## src/design/bsctc_pkg.sv

```systemverilog
`timescale 1ns / 1ps
package bsctc_pkg;

  localparam int OP_W       = 2;
  localparam int IDX_W      = 19;
  localparam int REG_W      = 20;
  localparam int BYTE_W     = 8;
  localparam int BIT_SEL_W  = 3;
  localparam int BYTE_SHIFT = 3;
  localparam int BYTE_AW    = REG_W - BYTE_SHIFT;
  localparam int APB_DATA_W = 32;
  localparam int CFG_ADDR_W = 3;

  localparam logic [BIT_SEL_W-1:0] BIT_SEL_MASK = 3'h7;
  localparam logic [REG_W-1:0]     LIMIT_RESET  = 20'd524288;
  localparam logic [REG_W-1:0]     FLOOR_RESET  = 20'd10000;

  typedef enum logic [OP_W-1:0] {
    OP_CHECK = 2'd0,
    OP_SET   = 2'd1,
    OP_CLEAR = 2'd2,
    OP_COUNT = 2'd3
  } op_e;

  typedef enum logic {
    REG_INDEX_LIMIT = 1'b0,
    REG_COUNT_FLOOR = 1'b1
  } reg_e;

  typedef struct packed {
    logic clr_step;
    logic bit_start;
    logic bit_finish;
    logic cnt_start;
    logic cnt_issue;
    logic cnt_finish;
  } cmd_t;

  typedef struct packed {
    logic clr_last;
    logic cnt_empty;
    logic cnt_last;
    logic out_full;
  } sts_t;

endpackage

```

## src/design/bsctc_ctrl.sv

```systemverilog
`timescale 1ns / 1ps
module bsctc_ctrl (
  input  logic                       clk_i,
  input  logic                       rst_ni,
  input  logic                       in_valid_i,
  input  logic [bsctc_pkg::OP_W-1:0] in_operation_i,
  output logic                       in_ready_o,
  output bsctc_pkg::cmd_t            cmd_o,
  input  bsctc_pkg::sts_t            sts_i
);
  import bsctc_pkg::*;

  typedef enum logic [2:0] {
    ST_CLEAR,
    ST_IDLE,
    ST_BIT,
    ST_COUNT,
    ST_DRAIN,
    ST_FIN
  } state_e;

  state_e state_q, state_d;
  logic   ready_q, ready_d;
  logic   accept;

  assign accept     = in_valid_i & ready_q;
  assign in_ready_o = ready_q;

  always_comb begin
    state_d = state_q;
    ready_d = ready_q;
    cmd_o   = '0;
    case (state_q)
      ST_CLEAR: begin
        cmd_o.clr_step = 1'b1;
        if (sts_i.clr_last) begin
          state_d = ST_IDLE;
          ready_d = 1'b1;
        end
      end
      ST_IDLE: begin
        if (accept) begin
          ready_d = 1'b0;
          if (op_e'(in_operation_i) == OP_COUNT) begin
            cmd_o.cnt_start = 1'b1;
            state_d = sts_i.cnt_empty ? ST_FIN : ST_COUNT;
          end else begin
            cmd_o.bit_start = 1'b1;
            state_d = ST_BIT;
          end
        end
      end
      ST_BIT: begin
        if (!sts_i.out_full) begin
          cmd_o.bit_finish = 1'b1;
          state_d = ST_IDLE;
          ready_d = 1'b1;
        end
      end
      ST_COUNT: begin
        cmd_o.cnt_issue = 1'b1;
        if (sts_i.cnt_last) begin
          state_d = ST_DRAIN;
        end
      end
      ST_DRAIN: begin
        state_d = ST_FIN;
      end
      ST_FIN: begin
        if (!sts_i.out_full) begin
          cmd_o.cnt_finish = 1'b1;
          state_d = ST_IDLE;
          ready_d = 1'b1;
        end
      end
      default: begin
        state_d = ST_IDLE;
        ready_d = 1'b1;
      end
    endcase
  end

  always_ff @(posedge clk_i or negedge rst_ni) begin
    if (!rst_ni) begin
      state_q <= ST_CLEAR;
      ready_q <= 1'b0;
    end else begin
      state_q <= state_d;
      ready_q <= ready_d;
    end
  end

`ifndef SYNTHESIS
  a_no_accept_while_clearing: assert property (@(posedge clk_i) disable iff (!rst_ni)
    (state_q == ST_CLEAR) |-> !ready_q)
    else $error("input accepted during clearing pass");

  a_accept_drops_ready: assert property (@(posedge clk_i) disable iff (!rst_ni)
    accept |=> !ready_q)
    else $error("ready held after a transaction was taken");

  a_finish_needs_room: assert property (@(posedge clk_i) disable iff (!rst_ni)
    (cmd_o.bit_finish || cmd_o.cnt_finish) |-> !sts_i.out_full)
    else $error("result loaded into a full output stage");
`endif
endmodule

```

## config.mk

```make
export PLATFORM = sky130hd
export DESIGN_NAME = bsctc_ctrl
export DESIGN_NICKNAME = d
export VERILOG_FILES = /design/src/design/bsctc_pkg.sv /design/src/design/bsctc_ctrl.sv
export SDC_FILE = /design/constraint.sdc
export NUM_CORES = 1
export LEC_CHECK = 0
export BUFFER_PORTS_ARGS = -buffer_cell sky130_fd_sc_hd__buf_4
export CELL_PAD_IN_SITES_DETAIL_PLACEMENT = 0
export CELL_PAD_IN_SITES_GLOBAL_PLACEMENT = 1
export CORE_AREA = 4 4 41 43
export DETAILED_ROUTE_END_ITERATION = 8
export DIE_AREA = 0 0 45 47
export PLACE_DENSITY_LB_ADDON = 0.1
export REMOVE_ABC_BUFFERS = 1
export SLEW_MARGIN = 15
export SYNTH_ARGS = -nofsm -noshare
export SYNTH_HDL_FRONTEND = slang
export SYNTH_SLANG_ARGS = --single-unit
```

## constraint.sdc

```tcl
create_clock -name clk_i -period 1.7 [get_ports clk_i]
set_input_delay 0.34 -clock clk_i [delete_from_list [all_inputs] [get_ports clk_i]]
set_output_delay 0.34 -clock clk_i [all_outputs]
set_load 0.05 [all_outputs]
```

==> run_results.csv, run 1 <==
group,metric,value,unit
cts,clk_pin_slew,40,ps
synthesis,synthesis.area,320,µm²
floorplanning,die_w,45,µm
cts,cts-buffers-inserted,3,
timing,fin_skew,2.26,ps
setup_path,required,1820,ps
route,via_count,385,
setup_path,rr_startpoint,"state_q[2]",
finish,nNetsFinal,73,
grt,grt_usage,9.98,%
setup_path,crit_end,"state_q[1]",
grt,grt_max_degree,15,
placed_design,place.port_buffers,15,
synthesis,synth.distinct_cells,24,
grt,grt_pass1_wl,1520,µm
hold_path,hp-class,"in2reg",
finish,regArea,104,µm²
setup_path,worstSetupPathType,"reg2reg",
synthesis,ys_warn_count,0,
power_and_ir_drop,ir_drop,0.974,mV
synthesis,ys_seq_area_share,31.3,%
power_and_ir_drop,power,1.06,mW
cts,cts_root_buffer,"clkbuf_4",
setup_path,crit_top_cell,"buf_4",
setup_path,startpoint,"state_q[2]",
route,drt_iter0_markers,5,
power_and_ir_drop,switching_share,47.3,%
timing,setup_viol,0,
timing,tns,0,ps
cts,cts.sinks,4,
grt,grt_pass1_vias,368,
placed_design,dp_hpwl,635,µm
cts,insertion_delay,230,ps
timing,report.final.hold_viol_count,0,
cts,h-tree-depth,1,
cts,cts_buffer_depth,2,
synthesis,synth-seq-cells,4,
finish,fin_util,42.3,%
floorplanning,num_rows,13,
grt,gr-total-overflow,0,
route,drtAntennaViolNets,0,
grt,grt_antenna_before_repair,0,
setup_path,cpMaxStageDelayCell,"dfrtp_2",
timing,fmax,0.595,GHz
power_and_ir_drop,p_switching,0.500,mW
floorplanning,io_pins,16,
timing,period_share,98.9,%
power_and_ir_drop,seqPwrFrac,21.9,%
synthesis,syn_inst,37,
floorplanning,die_height,47,µm
power_and_ir_drop,p_leak,0.256,nW
finish,multi_input_area,226,µm²
placed_design,gp_congestion,0.731,
power_and_ir_drop,p_per_area,1920,mW/mm²
setup_path,worst_ep_arrival_time,1800,ps
timing,period_needed,1680,ps
floorplanning,coreArea,0.00130,mm²
route,dr.pass1.iters,4,
setup_path,endpoint_kind,"flip-flop",
finish,drive_gt1_share,59.7,%
floorplanning,initial_utilization,24.6,%
power_and_ir_drop,p_comb_share,67.1,%
setup_path,start_kind,"flip-flop",
cts,cts_tree,"yes",
setup_path,r2r_slack,20,ps
setup_path,worstPathCellList,"buf_4 > buf_4 > nor4_1 > nor3_2 > o21ai_2 > mux2_4",
flow_run,maxCapViolations,0,
finish,synthToLayoutAreaGrowth,71.9,%
timing,slew-limit-headroom,74.7,%
finish,n_antenna_cell,0,
timing,worst_pin_slew,375,ps
finish,nFillCells,145,
power_and_ir_drop,p_clk_share,11.0,%
setup_path,reg2regPathDepth,6,
synthesis,syn_avg_cell_area,8.66,µm²
power_and_ir_drop,p_int,0.557,mW
route,drc,0,
floorplanning,die_area,0.00212,mm²
run_status,status,"finished, final reports clean",
route,wl_per_cell,13.0,µm
route,viasPerCell,5.00,
setup_path,worstPathMaxFanout,4,
setup_path,r2r_end,"state_q[1]",
route,routed_wl,1000,µm
setup_path,cpPeakStageDelay,410,ps
timing,maxSlewViolCount,0,
[stage by stage]
stage / setup slack [ps] / cell area (µm²) / hold slack [ps] / instances
4_1_cts: 23.2 / 505 / 405 / 73
3_5_place_dp: 153 / 444 / 139 / 66
2_1_floorplan: -773 / 313 / 44.4 / 36
5_1_grt: -87.1 / 551 / 440 / 77
6_report: 19.5 / 551 / 415 / 77
3_3_place_gp: 180 / 444 / 139 / 66
[worst min path at each step]
stage / start / endpoint / slack [ps] / cells past startpoint
2_1_floorplan: rst_ni / in_ready_o / 40 / 0
3_3_place_gp: rst_ni / state_q[2] / 140 / 1
3_5_place_dp: rst_ni / in_ready_o / 140 / 1
4_1_cts: in_valid_i / in_ready_o / 400 / 4
5_1_grt: rst_ni / state_q[1] / 440 / 2
6_report: in_valid_i / in_ready_o / 410 / 4
[kinds of logic (layout without fill, tap and decap cells)]
family	after synthesis	after routing	share of synthesized area, %
simple gates	21	21	39.5
mux	2	2	9.38
compound gates	8	8	16.4
flops	4	4	31.3
buf+inv	2	27	3.52
[area by class of cell]
class	instances	area share (%)
clock buffers	3	4.09
inverters	1	0.682
multi-input cells	31	41.1
flip-flops and latches	4	18.9
well taps	15	3.41
repair buffers	23	31.8
[worst max-delay path, delay by kind of cell (launching register included)]
kind                   cells  cell delay, ps
and+or+nand+nor            2             440
DFF                        1             410
AOI/OAI and AO/OA          1             110
muxes                      1             320
buffers and inverters      2             270
[placed cells by master (no fill, tap or decap)]
cell / count
a311oi_1: 1
nand2b_1: 1
nor3_2: 2
and2_1: 1
nor3b_1: 1
nor2b_1: 1
a21oi_1: 2
buf_4: 22
o32ai_1: 1
dlygate4sd3_1: 1
nor2_1: 3
clkbuf_4: 3
nor2_2: 1
o21ai_0: 1
o21ai_2: 1
mux2_4: 2
nand2_1: 5
a31oi_1: 1
nor4bb_1: 1
a21oi_2: 1
dfrtp_2: 3
and4b_1: 1
and2b_1: 1
dfrtp_1: 1
and2b_2: 1
nor4b_2: 1
inv_1: 1
nor4_1: 1
[flip-flops by register name (all words and copies together) (netlist names)]
signal      cells
state_q         3
in_ready_o      1
[Yosys cell counts]
| library cell | count | area, µm² |
|---|---|---|
| a21oi_1 | 3 | 15.0 |
| a311oi_1 | 1 | 8.76 |
| a31oi_1 | 1 | 6.26 |
| and2_1 | 1 | 6.26 |
| and2b_1 | 1 | 7.51 |
| and2b_2 | 1 | 8.76 |
| and4b_1 | 1 | 10.0 |
| buf_4 | 1 | 7.51 |
| dfrtp_1 | 4 | 100 |
| inv_1 | 1 | 3.75 |
| mux2_4 | 2 | 30.0 |
| nand2_1 | 5 | 18.8 |
| nand2b_1 | 1 | 6.26 |
| nor2_1 | 4 | 15.0 |
| nor2b_1 | 1 | 6.26 |
| nor3_1 | 1 | 5.00 |
| nor3_2 | 1 | 10.0 |
| nor3b_1 | 1 | 7.51 |
| nor4_1 | 1 | 6.26 |
| nor4b_1 | 1 | 8.76 |
| nor4bb_1 | 1 | 10.0 |
| o21ai_0 | 1 | 5.00 |
| o21ai_2 | 1 | 8.76 |
| o32ai_1 | 1 | 8.76 |
[power groups by stage]
stage / clock network, mW / registers (mW) / logic (mW)
global placement: 0 / 0.225 / 0.579
CTS: 0.121 / 0.230 / 0.622
floorplan: 0 / 0.243 / 0.409
detailed placement: 0 / 0.227 / 0.576
finish: 0.116 / 0.231 / 0.710
global route: 0.126 / 0.240 / 0.764
[routing by layer]
layer / global-route usage [%] / vias up / part of all wire (%)
met1: 11.7 / 176 / 41
li1: - / 186 / -
met2: 15.8 / 19 / 50
met4: 10.5 / 0 / 2.6
met3: 0.383 / 4 / 6.7
met5: 0 / - / 0
[timing repair]
| action | 4_1_cts | 5_1_grt |
|---|---|---|
| gates resized for setup | 4 | 3 |
| setup buffers | 3 | 4 |
| endpoints found under the hold margin | 4 | 0 |
| hold buffers | 1 | 0 |
| endpoints found under the setup margin | 2 | 3 |
No activity file was read; power rests on OpenSTA's default activity.
==> inputs of run 2 (changes only) <==
clock period = 1.95 ns   (was 1.7 ns; I/O delays follow)
==> run 2 against run 1 <==
Net effect:
- design area is 12% lower
- power down 23%
- combinational power fell by 25%
- largest cell class unchanged
- sequential power is 19% lower
- critical endpoint is now cmd_o[4]
- worst setup slack improved by 160 ps
==> run_results.csv, run 2 (synthesized netlist as in run 1, its figures left out) <==
group,metric,value,unit
placed_design,gp_congestion,0.746,
finish,n_antenna_cell,0,
floorplanning,die_w,45,µm
hold_path,hp-class,"in2reg",
finish,final_cell_area,484,µm²
timing,rsz0062_at_grt,"no",
timing,holdWs,468,ps
route,met3_length,72,µm
floorplanning,num_rows,13,
timing,worst_pin_slew,353,ps
run_status,status,"finished, final reports clean",
timing,fmax,0.566,GHz
floorplanning,die_area,0.00212,mm²
grt,gr-total-overflow,0,
timing,period_share,90.6,%
setup_path,worst_ep_arrival_time,1380,ps
route,viasPerCell,4.90,
grt,grt_antenna_before_repair,0,
finish,instances_no_fill,71,
setup_path,start_kind,"flip-flop",
timing,slew-limit-headroom,76.2,%
cts,insertion_delay,230,ps
setup_path,worstPathMaxFanout,8,
route,dr.pass1.iters,4,
grt,grt_pass1_vias,336,
grt,grt_max_degree,10,
floorplanning,die_height,47,µm
route,wl_per_cell,12.0,µm
finish,synthToLayoutAreaGrowth,51.2,%
power_and_ir_drop,p_per_area,1680,mW/mm²
setup_path,reg2regPathDepth,4,
placed_design,postPlaceCellArea,452,µm²
placed_design,place.port_buffers,15,
hold_path,holdPathStages,4,
route,wl_met1,394,µm
power_and_ir_drop,ir_drop,0.560,mV
floorplanning,initial_utilization,24.6,%
route,drtAntennaViolNets,0,
grt,grt_usage,9.83,%
route,drc,0,
cts,cts.sinks,4,
flow_run,maxCapViolations,0,
cts,clk_pin_slew,40,ps
finish,nNetsFinal,67,
cts,cts_buffer_depth,2,
timing,setup_ws,183,ps
cts,cts-buffers-inserted,3,
route,wl_met2,366,µm
timing,setup_viol,0,
timing,period_needed,1770,ps
finish,nFillCells,155,
finish,mostFrequentLayoutCell,"buf_4",
power_and_ir_drop,p_leak,0.228,nW
finish,layout_common_cells,"16 x buf_4, 5 x nand2_1, 4 x nor2_1, 4 x dfrtp_1",
placed_design,dp_hpwl,661,µm
route,drt_iter0_markers,4,
power_and_ir_drop,power,0.813,mW
finish,drive_gt1_share,42.9,%
cts,h-tree-depth,1,
setup_path,cpMaxStageDelayCell,"dfrtp_1",
timing,fin_skew,2.60,ps
finish,largest_reg_flops,3,
route,highest_layer,"met4",
floorplanning,coreArea,0.00130,mm²
placed_design,placedCellCount,67,
timing,maxSlewViolCount,0,
setup_path,required,1560,ps
cts,cts_root_buffer,"clkbuf_4",
route,via_count,348,
placed_design,post-place-ws,435,ps
timing,report.final.hold_viol_count,0,
floorplanning,io_pins,16,
route,routed_wl,853,µm
setup_path,worstSetupPathType,"reg2out",
setup_path,cpPeakStageDelay,440,ps
cts,cts_tree,"yes",
setup_path,worstPathCellList,"and2b_2 > nand2_1 > a21oi_1 > buf_4",
grt,grt_pass1_wl,1450,µm
setup_path,endpoint_kind,"output port",
finish,largest_register,"state_q",
run 2: final timing paths:
check / startpoint / end / slack (ps)
min in group asynchronous: rst_ni / in_ready_o / 500
setup reg to reg: state_q[0] / state_q[0] / 450
hold / removal: in_valid_i / in_ready_o / 470
max in group asynchronous: rst_ni / state_q[0] / 1350
setup / recovery: state_q[2] / cmd_o[4] / 180
hold reg to reg: in_ready_o / in_ready_o / 550
run 2: critical path: cells and delay by family, from the launching register on:
family,cells,cell delay [ps]
compound gates,1,120
simple gates,2,370
flops,1,440
buf+inv,1,210
run 2: through the flow:
stage / util, % / setup TNS [ps]
2_1_floorplan: - / -829
3_3_place_gp: 34.7 / 0
3_5_place_dp: 34.7 / 0
4_1_cts: 37.2 / 0
5_1_grt: 37.2 / 0
6_report: 37.2 / 0
run 2: layout make-up:
class	instances	area (µm²)	share of cell area, %
timing repair buffer	17	130	26.9
clock buffer	3	22.5	4.65
inverter	1	3.75	0.775
multi-input combinational	31	209	43.2
tap	15	18.8	3.88
sequential	4	100	20.7
run 2: where the power goes:
part,total [mW],internal (mW),switching [mW]
Sequential,0.186,0.122,0.0639
Combinational,0.529,0.224,0.305
Clock,0.0980,0.0685,0.0294
run 2: per-layer routing:
metal  vias up  GRT usage, %
met5         -             0
met4         0          12.3
met3         2         0.766
met2        15          14.4
met1       156          11.5
li1        175             -
run 2: repair_timing:
item                      4_1_cts  5_1_grt
gates resized for setup         0        0
hold buffers                    1        0
setup buffers                   0        0
hold endpoints to repair        4        0
