==> src/design/bsctc_pkg.sv <==
`timescale 1ns / 1ps
package bsctc_pkg;

  localparam int OP_W       = 2;
  localparam int IDX_W      = 19;
  localparam int REG_W      = 20;
  localparam int BYTE_W     = 8;
  localparam int BIT_SEL_W  = 3;
  localparam int BYTE_SHIFT = 3;
  localparam int BYTE_AW    = REG_W - BYTE_SHIFT;
  localparam int APB_DATA_W = 32;
  localparam int CFG_ADDR_W = 3;

  localparam logic [BIT_SEL_W-1:0] BIT_SEL_MASK = 3'h7;
  localparam logic [REG_W-1:0]     LIMIT_RESET  = 20'd524288;
  localparam logic [REG_W-1:0]     FLOOR_RESET  = 20'd10000;

  typedef enum logic [OP_W-1:0] {
    OP_CHECK = 2'd0,
    OP_SET   = 2'd1,
    OP_CLEAR = 2'd2,
    OP_COUNT = 2'd3
  } op_e;

  typedef enum logic {
    REG_INDEX_LIMIT = 1'b0,
    REG_COUNT_FLOOR = 1'b1
  } reg_e;

  typedef struct packed {
    logic clr_step;
    logic bit_start;
    logic bit_finish;
    logic cnt_start;
    logic cnt_issue;
    logic cnt_finish;
  } cmd_t;

  typedef struct packed {
    logic clr_last;
    logic cnt_empty;
    logic cnt_last;
    logic out_full;
  } sts_t;

endpackage

==> src/design/bsctc_cfg.sv <==
`timescale 1ns / 1ps
module bsctc_cfg (
  input  logic                             clk_i,
  input  logic                             rst_ni,
  input  logic                             psel,
  input  logic                             penable,
  input  logic                             pwrite,
  input  logic [bsctc_pkg::CFG_ADDR_W-1:0] paddr,
  input  logic [bsctc_pkg::APB_DATA_W-1:0] pwdata,
  output logic [bsctc_pkg::APB_DATA_W-1:0] prdata,
  output logic                             pready,
  output logic [bsctc_pkg::REG_W-1:0]      index_limit_o,
  output logic [bsctc_pkg::REG_W-1:0]      count_floor_o
);
  import bsctc_pkg::*;

  logic [REG_W-1:0] limit_q, limit_d;
  logic [REG_W-1:0] floor_q, floor_d;
  logic             wr_en;
  reg_e             reg_sel;

  assign pready  = 1'b1;
  assign wr_en   = psel & penable & pwrite & pready;
  assign reg_sel = reg_e'(paddr[2]);

  always_comb begin
    limit_d = limit_q;
    floor_d = floor_q;
    if (wr_en) begin
      case (reg_sel)
        REG_INDEX_LIMIT: limit_d = pwdata[REG_W-1:0];
        REG_COUNT_FLOOR: floor_d = pwdata[REG_W-1:0];
        default: ;
      endcase
    end
  end

  always_ff @(posedge clk_i or negedge rst_ni) begin
    if (!rst_ni) begin
      limit_q <= LIMIT_RESET;
      floor_q <= FLOOR_RESET;
    end else begin
      limit_q <= limit_d;
      floor_q <= floor_d;
    end
  end

  always_comb begin
    case (reg_sel)
      REG_INDEX_LIMIT: prdata = APB_DATA_W'(limit_q);
      REG_COUNT_FLOOR: prdata = APB_DATA_W'(floor_q);
      default:         prdata = '0;
    endcase
  end

  assign index_limit_o = limit_q;
  assign count_floor_o = floor_q;
endmodule

==> config.mk <==
export PLATFORM = sky130hd
export DESIGN_NAME = bsctc_cfg
export DESIGN_NICKNAME = d
export VERILOG_FILES = /design/src/design/bsctc_pkg.sv /design/src/design/bsctc_cfg.sv
export SDC_FILE = /design/constraint.sdc
export NUM_CORES = 1
export LEC_CHECK = 0
export ABC_CLOCK_PERIOD_IN_PS = 1000
export BUFFER_PORTS_ARGS = -buffer_cell sky130_fd_sc_hd__buf_2
export CAP_MARGIN = 20
export CORE_MARGIN = 5
export CORE_UTILIZATION = 46
export CTS_BUF_LIST = sky130_fd_sc_hd__clkbuf_4 sky130_fd_sc_hd__clkbuf_8
export DETAILED_ROUTE_END_ITERATION = 12
export HOLD_SLACK_MARGIN = 0.08
export MAX_ROUTING_LAYER = met4
export PLACE_DENSITY = 0.95
export SYNTH_ARGS = -nofsm -noshare
export SYNTH_HDL_FRONTEND = slang
export SYNTH_SLANG_ARGS = --single-unit
export TNS_END_PERCENT = 5
==> constraint.sdc <==
create_clock -name clk_i -period 1 [get_ports clk_i]
set_clock_uncertainty 0.05 [all_clocks]
set_input_delay 0.05 -clock clk_i [delete_from_list [all_inputs] [get_ports clk_i]]
set_output_delay 0.05 -clock clk_i [all_outputs]
set_load 0.03 [all_outputs]
==> run summary, run 1 <==
The type of destination of the critical path is an output pin. The initial antenna violation count is 1. In this run the power spent charging and discharging nets is 3.04 mW. The number of clock sinks is 40. By area the synthesized netlist is led by dfrtp_1 (42%), mux2_4 (30%), mux2_2 (11%). Measured along the y axis, the die boundary spans 76.4 um.

The post-DP HPWL is 3.21 mm. The post-layout minimum cycle time is 1260 ps. The count of endpoints failing hold in the final timing report was 0. The proportion of total power due to net switching came out at 0.380. The largest family of logic cells by synthesized area is multiplexers. TritonCTS built the clock tree. Hold timing on the final database bottoms out at a slack of 228 ps. CTS placed an instance of clkbuf_8 at the clock tree root. The portion of the post-synthesis area used by sequential elements came out at 0.497. For this run, the post-layout net count is 305. For the worst setup path, the data arrival time is 1160 ps. The leakage power figure came out at 1.86 nW. The worst setup path is launched from a register. The number of synthesis warnings came out at 0. The reg2reg setup slack is -90 ps.

Counting every instance in the synthesized netlist gives 123. The worst-case setup slack after placement is -76.9 ps. After floorplanning, the core was sized to cover 0.00432 sq mm. For this design the ratio of total power to cell area is 2290 mW/mm^2. Dividing the final minimum period by the clock period gives 1.26. The area share of and/or/nand/nor cells after synthesis came out at 0.0179. Detailed routing inserted a total of 1586 vias. The maximum clock frequency is 0.796 GHz.

Data on the critical path is required at its endpoint by 900 ps. Setup repair after global routing could not meet its margin everywhere. The largest delay contributor family on the critical path is flip-flops.

The proportion of power drawn by the clock network came out at 0.167. The horizontal extent of the die is 76.4 um. In this run the critical register-to-register path is launched from count_floor_o[12]. The global-route usage over all layers is 0.219. The area share of the leading cell type in the synthesized netlist came out at 0.419. The post-detailed-route DRC marker count came out at 0. For this design, the slowest cell found on the critical path is dfstp_2. The number of clock buffers inserted by TritonCTS is 5. The portion of total power attributed to sequential cells is 0.291. The compound-cell area share of the yosys netlist is 0. Across the run, the number of max-cap violations was 0.

The number of cells on the worst reg-to-reg path is 3. The remaining number of nets flagged by the antenna check after routing came out at 0. Walking the worst path, the cells encountered are mux2_4, buf_6. The buffer and inverter count on the worst path is 1. The worst stage delay on the critical path came out at 570 ps. The area growth from synthesis to final layout came out at 72.4%. The path class of the lowest-slack min-delay path is input pin to async pin. The flow ran to the end, but the final reports show violations. Summing every instance area after synthesis gives 0.00203 sq mm.

The first detailed-routing pass took 4 iterations. The multiplexer fraction of the synthesized cell area came out at 0.407. The I/O pin count came out at 113. The average cell area after synthesis is 16.5 sq um.

The cell total after placement is 257. The synthesized design spends more area on one cell type than any other, namely dfrtp_1. Of the total synthesized cell area, the portion taken by XOR and XNOR cells is 0. The internal power of the cells totals 4.97 mW. The adder-cell share of the synthesized area came out at 0. The clock-pin slew on the worst setup and hold paths came out at 90 ps. The number of pins with negative max-slew slack in the final report is 0. The overall die area came out at 0.00584 sq mm. The number of buffers inserted by port buffering is 85. The maximum clock path buffer count came out at 2.

For this configuration, the core starts out at a cell density of 0.470. Once layout is complete, the cells apart from fillers number 319. The count of H-tree levels built during CTS is 2. The endpoint identified for the worst register-to-register timing path is count_floor_o[12].

The overall overflow remaining after global route came out at 0. The maximum number of pins on one net before global-route repair is 41. The number of rows created at floorplan came out at 24. The fraction of final layout cells with drive strength greater than 1 is 0.744. The final reports fail on setup timing.

The first-pass GRT wire length came out at 9.74 mm. The post-synthesis cell type count came out at 10. The global placer's final weighted congestion came out at 0.781.

The number of fill cells in the layout is 216. The worst vdd rail ir drop came out at 1190 uV. The clock insertion delay at the later pin of the skew report came out at 290 ps. The top fanout value on the critical path came out at 3. The count of routing violations after the opening detailed-route iteration came out at 101. The number of setup violations in the final report came out at 58. The via count of the first global-routing pass came to 1724. Of the total power, combinational logic draws 0.543.

The critical path in this run is classified as register to output pin. The total length of routed wires is 7.24 mm. The mean number of vias per cell came out at 4.97. The minimum setup slack in the final design is -256 ps. The average wire per standard cell is 22.7 um. The flop and latch count out of synthesis is 40.
## cell usage after synthesis
| cell type | n |
|---|---|
| buf_4 | 13 |
| buf_6 | 4 |
| conb_1 | 2 |
| dfstp_2 | 6 |
| nand4b_4 | 1 |
| nand4_2 | 1 |
| mux2_4 | 40 |
| mux2_2 | 20 |
| buf_2 | 2 |
| dfrtp_1 | 34 |
## through the flow
step                TNS, ps  power, mW  area (sq um)   util
CTS                   -6300       7.55          3360  0.777
global placement       -825       5.00          2500  0.578
detailed placement    -1400       5.08          2500  0.578
floorplan                 0       4.31          2070      -
finish                -7280       8.01          3500  0.810
global route          -8950       8.28          3500  0.810
## how the worst max path moves through the flow
stage	startpoint	endpoint	slack, ps	depth (start not counted)
finish	count_floor_o[10]	prdata[10]	-260	2
global route	count_floor_o[10]	prdata[10]	-280	2
CTS	count_floor_o[13]	prdata[13]	-220	2
detailed placement	paddr[2]	index_limit_o[5]	-80	4
global placement	paddr[2]	index_limit_o[11]	-50	4
floorplan	count_floor_o[10]	prdata[10]	10	1
## tightest hold or removal path: stages
cell and delay [ps]:
dlygate4sd3_1 540, buf_2 130, buf_12 220
## state kept, by name, summed over array words and instances (netlist names)
name,cells
count_floor_o,20
index_limit_o,20
## cell families (layout without fill, tap and decap cells)
logic type,Yosys count,in the layout
flops,40,40
mux,60,60
other cells,2,14
simple gates,2,2
buf+inv,19,151
## layout by cell type (no fill, tap or decap), types with 4 or more instances in the layout
cell type	instances
buf_12	4
buf_2	31
buf_4	17
buf_6	69
clkbuf_8	5
conb_1	13
dfrtp_1	34
dfstp_2	6
dlygate4sd3_1	21
mux2_2	8
mux2_4	52
## metal layers
layer  up-vias  part of all wire  track usage
met2        83              0.54        0.373
met3        19             0.064       0.0496
met1       791              0.37        0.245
li1        693                 -            -
met4         0             0.029       0.0944
met5         -                 0            -
## what timing repair did
action,4_1_cts,5_1_grt
resized for setup,110,29
hold buffers,21,0
endpoints found under the setup margin,29,60
buffers inserted,25,7
hold endpoints to repair,80,0
cloned,0,0
## final cells by class
class,instances,area (sq um),area share
diodes,1,2.50,0.000715
well taps,52,65.1,0.0186
clock inverters,3,42.5,0.0122
flip-flops and latches,40,1010,0.288
multi-input cells,75,956,0.273
clock buffers,5,68.8,0.0197
repair buffers,143,1360,0.388
## power groups by stage
stage / Clock, mW / Sequential, mW / Combinational [mW]
CTS: 1.34 / 2.26 / 3.95
global route: 1.42 / 2.37 / 4.50
floorplan: 0 / 3.01 / 1.31
detailed placement: 0 / 2.32 / 2.76
finish: 1.33 / 2.33 / 4.35
global placement: 0 / 2.29 / 2.71
Note: power is estimated with default switching activity, not from simulation.
==> run 2: changes to the inputs <==
CORE_ASPECT_RATIO = 0.6   (was default)
SKIP_CTS_REPAIR_TIMING = 1   (was default)
==> run 2 against run 1 <==
- the run still ends with setup timing left
- cell area fell by 9.9%
- core utilization shrank 5.7 points
- sequential power barely moved
- clock power grew 5%
- register-to-register slack gained 120 ps
- first-iteration DRC count decreased by 82%
- critical path type unchanged
==> run summary, run 2 (synthesis gave the netlist of run 1 again) <==
The clock tree root buffer cell is clkbuf_8 (unchanged). The number of rows created at floorplan came out at 18 (was 24). The number of pins with negative max-slew slack in the final report is 0 (unchanged).

The core outline area is 0.00419 sq mm (was 0.00432 sq mm). The post-layout minimum cycle time is 1240 ps (was 1260 ps). The post-detailed-route DRC marker count came out at 0 (unchanged). The number of max-cap violations came out at 0 (unchanged). The clock tree from TritonCTS is yes (unchanged). The uppermost layer routed is met4 (unchanged). The overall die area came out at 0.00589 sq mm (was 0.00584 sq mm). The via count of the first global-routing pass was 1262 (was 1724). The mean number of vias per cell is 4.68 (was 4.97). The worst stage delay on the critical path was 400 ps (was 570 ps).

The post-DP HPWL is 3.28 mm (was 3.21 mm). The top fanout value on the critical path is 3 (unchanged). The slowest library cell on the worst path is dfrtp_1 (was dfstp_2). The worst flop-to-flop path startpoint is index_limit_o[4] (was count_floor_o[12]).

The required time reported for the critical path endpoint is 900 ps (about the same). The number of nets in the final layout came out at 292 (was 305). The sum of routed wire segments on met1 was 2.21 mm (was 2.66 mm). The area growth from synthesis to final layout came out at 55.3% (was 72.4%). The count of H-tree levels built during CTS came out at 2 (unchanged).

The proportion of total power due to net switching is 0.381 (was 0.380). The global-route usage over all layers came out at 0.144 (was 0.219). The overall overflow remaining after global route is 0 (unchanged).

The horizontal extent of the die was 95.8 um (was 76.4 um). The share of the clock period used by the worst path is 1.24 (was 1.26). The number of clock buffers inserted by TritonCTS came out at 5 (unchanged). The minimum setup slack in the final design is -243 ps (was -256 ps). The average wire per standard cell came out at 17.7 um (was 22.7 um).

The clock insertion delay at the later pin of the skew report came out at 290 ps (about the same). The portion of total power attributed to sequential cells came out at 0.323 (was 0.291). The clock-pin slew on the worst setup and hold paths came out at 80 ps (was 90 ps). Commonest cells after routing, fill and taps aside: buf_2 (55), mux2_4 (46), dfrtp_1 (34) (was buf_6 (69), mux2_4 (52), dfrtp_1 (34)). The routed wire length on met3 is 351 um (was 460 um). The I/O pin count came out at 113 (unchanged). The internal power contribution is 4.46 mW (was 4.97 mW).

The worst hold slack is 232 ps (was 228 ps). Result of the run: finished with violations (unchanged). The number of cells on the worst reg-to-reg path is 2 (was 3). The maximum number of pins on one net before global-route repair came to 21 (was 41). The count of routing violations after the opening detailed-route iteration is 18 (was 101). The fraction of power consumed by combinational cells is 0.484 (was 0.543). The total negative slack is -5640 ps (was -7280 ps). The first-pass GRT wire length is 6.16 mm (was 9.74 mm). The fraction of final layout cells with drive strength greater than 1 is 0.731 (was 0.744). The initial antenna violation count was 0 (was 1). Ordered cell list for the critical path: mux2_2, buf_2 (was mux2_4, buf_6).

The count of endpoints failing hold in the final timing report is 0 (unchanged). The amount of wire on met2 after detailed routing is 2.89 mm (was 3.91 mm). The die span in y came to 61.5 um (was 76.4 um).

The global placer's final weighted congestion came out at 0.710 (was 0.781). The net switching power of the design is 2.74 mW (was 3.04 mW). Unrepaired setup endpoints after global routing: yes (unchanged). The worst vdd rail ir drop came out at 1050 uV (was 1190 uV). The power density over the cells is 2280 mW/mm^2 (was 2290 mW/mm^2). The type of destination of the critical path is an output pin (unchanged). The end of the worst register-to-register path is index_limit_o[4] (was count_floor_o[12]). The category of the worst setup path launch point is a register (unchanged). The data arrival time of the worst path is 1140 ps (was 1160 ps). The most common cell after layout, fill and taps aside is buf_2 (was buf_6). The count of TritonRoute iterations in the first routing pass was 4 (unchanged). The path class of the lowest-slack min-delay path was input pin to async pin (unchanged). The leakage power figure is 1.70 nW (was 1.86 nW).

The number of setup violations in the final report is 35 (was 58). The number of clock sinks came out at 40 (unchanged). The maximum clock frequency is 0.804 GHz (was 0.796 GHz). The reg2reg setup slack is 30 ps (was -90 ps). The critical setup path kind is register to output pin (unchanged). The proportion of power drawn by the clock network is 0.193 (was 0.167). The number of buffers inserted by port buffering came out at 85 (unchanged).

The remaining number of nets flagged by the antenna check after routing came out at 0 (unchanged). The via total after detailed routing came out at 1464 (was 1586). The worst-case setup slack after placement is -50.9 ps (was -76.9 ps). The maximum clock path buffer count was 2 (unchanged). The post-route core utilization is 0.753 (was 0.810). The number of antenna repair diodes is 0 (was 1). Failing checks: setup timing (unchanged). The total length of routed wires is 5.54 mm (was 7.24 mm). The initial cell density of the core came out at 0.485 (was 0.470).
-- run 2: worst max path at each step --
stage | from | endpoint | slack (ps) | depth (start not counted)
5_1_grt | count_floor_o[1] | prdata[1] | -280 | 2
3_5_place_dp | pwrite | count_floor_o[11] | -50 | 4
3_3_place_gp | pwrite | count_floor_o[6] | -30 | 4
2_1_floorplan | count_floor_o[10] | prdata[10] | 10 | 1
6_report | index_limit_o[0] | prdata[0] | -240 | 2
4_1_cts | index_limit_o[19] | prdata[19] | -280 | 2
-- run 2: per-stage QoR --
step           total power, mW  instance area [sq um]  instances
2_1_floorplan             4.31                   2070        134
4_1_cts                   6.47                   2640        276
3_3_place_gp              5.03                   2520        268
6_report                  7.20                   3150        313
5_1_grt                   7.48                   3150        313
3_5_place_dp              5.08                   2520        268
-- run 2: cell type report --
type                    instances  area (sq um)
clock buffers                   6          82.6
clock inverters                 2          38.8
fillers                       277          1040
multi-input cells              75           933
flip-flops and latches         40          1010
well taps                      60          75.1
repair buffers                130          1010
-- run 2: worst max-delay path, delay by kind of cell (launching register included) --
family	cells	cell delay [ps]
DFF	1	400
muxes	1	270
buffers and inverters	1	180
-- run 2: metal layers --
metal / vias up / global-route usage
met1: 734 / 0.182
met2: 58 / 0.228
met3: 11 / 0.0440
li1: 661 / -
met4: 0 / 0.0364
met5: - / -
-- run 2: power groups by stage --
stage	registers [mW]	clock network, mW	logic (mW)
finish	2.32	1.39	3.49
global route	2.36	1.48	3.64
CTS	2.30	1.41	2.76
detailed placement	2.32	0	2.76
global placement	2.30	0	2.72
floorplan	3.01	0	1.31
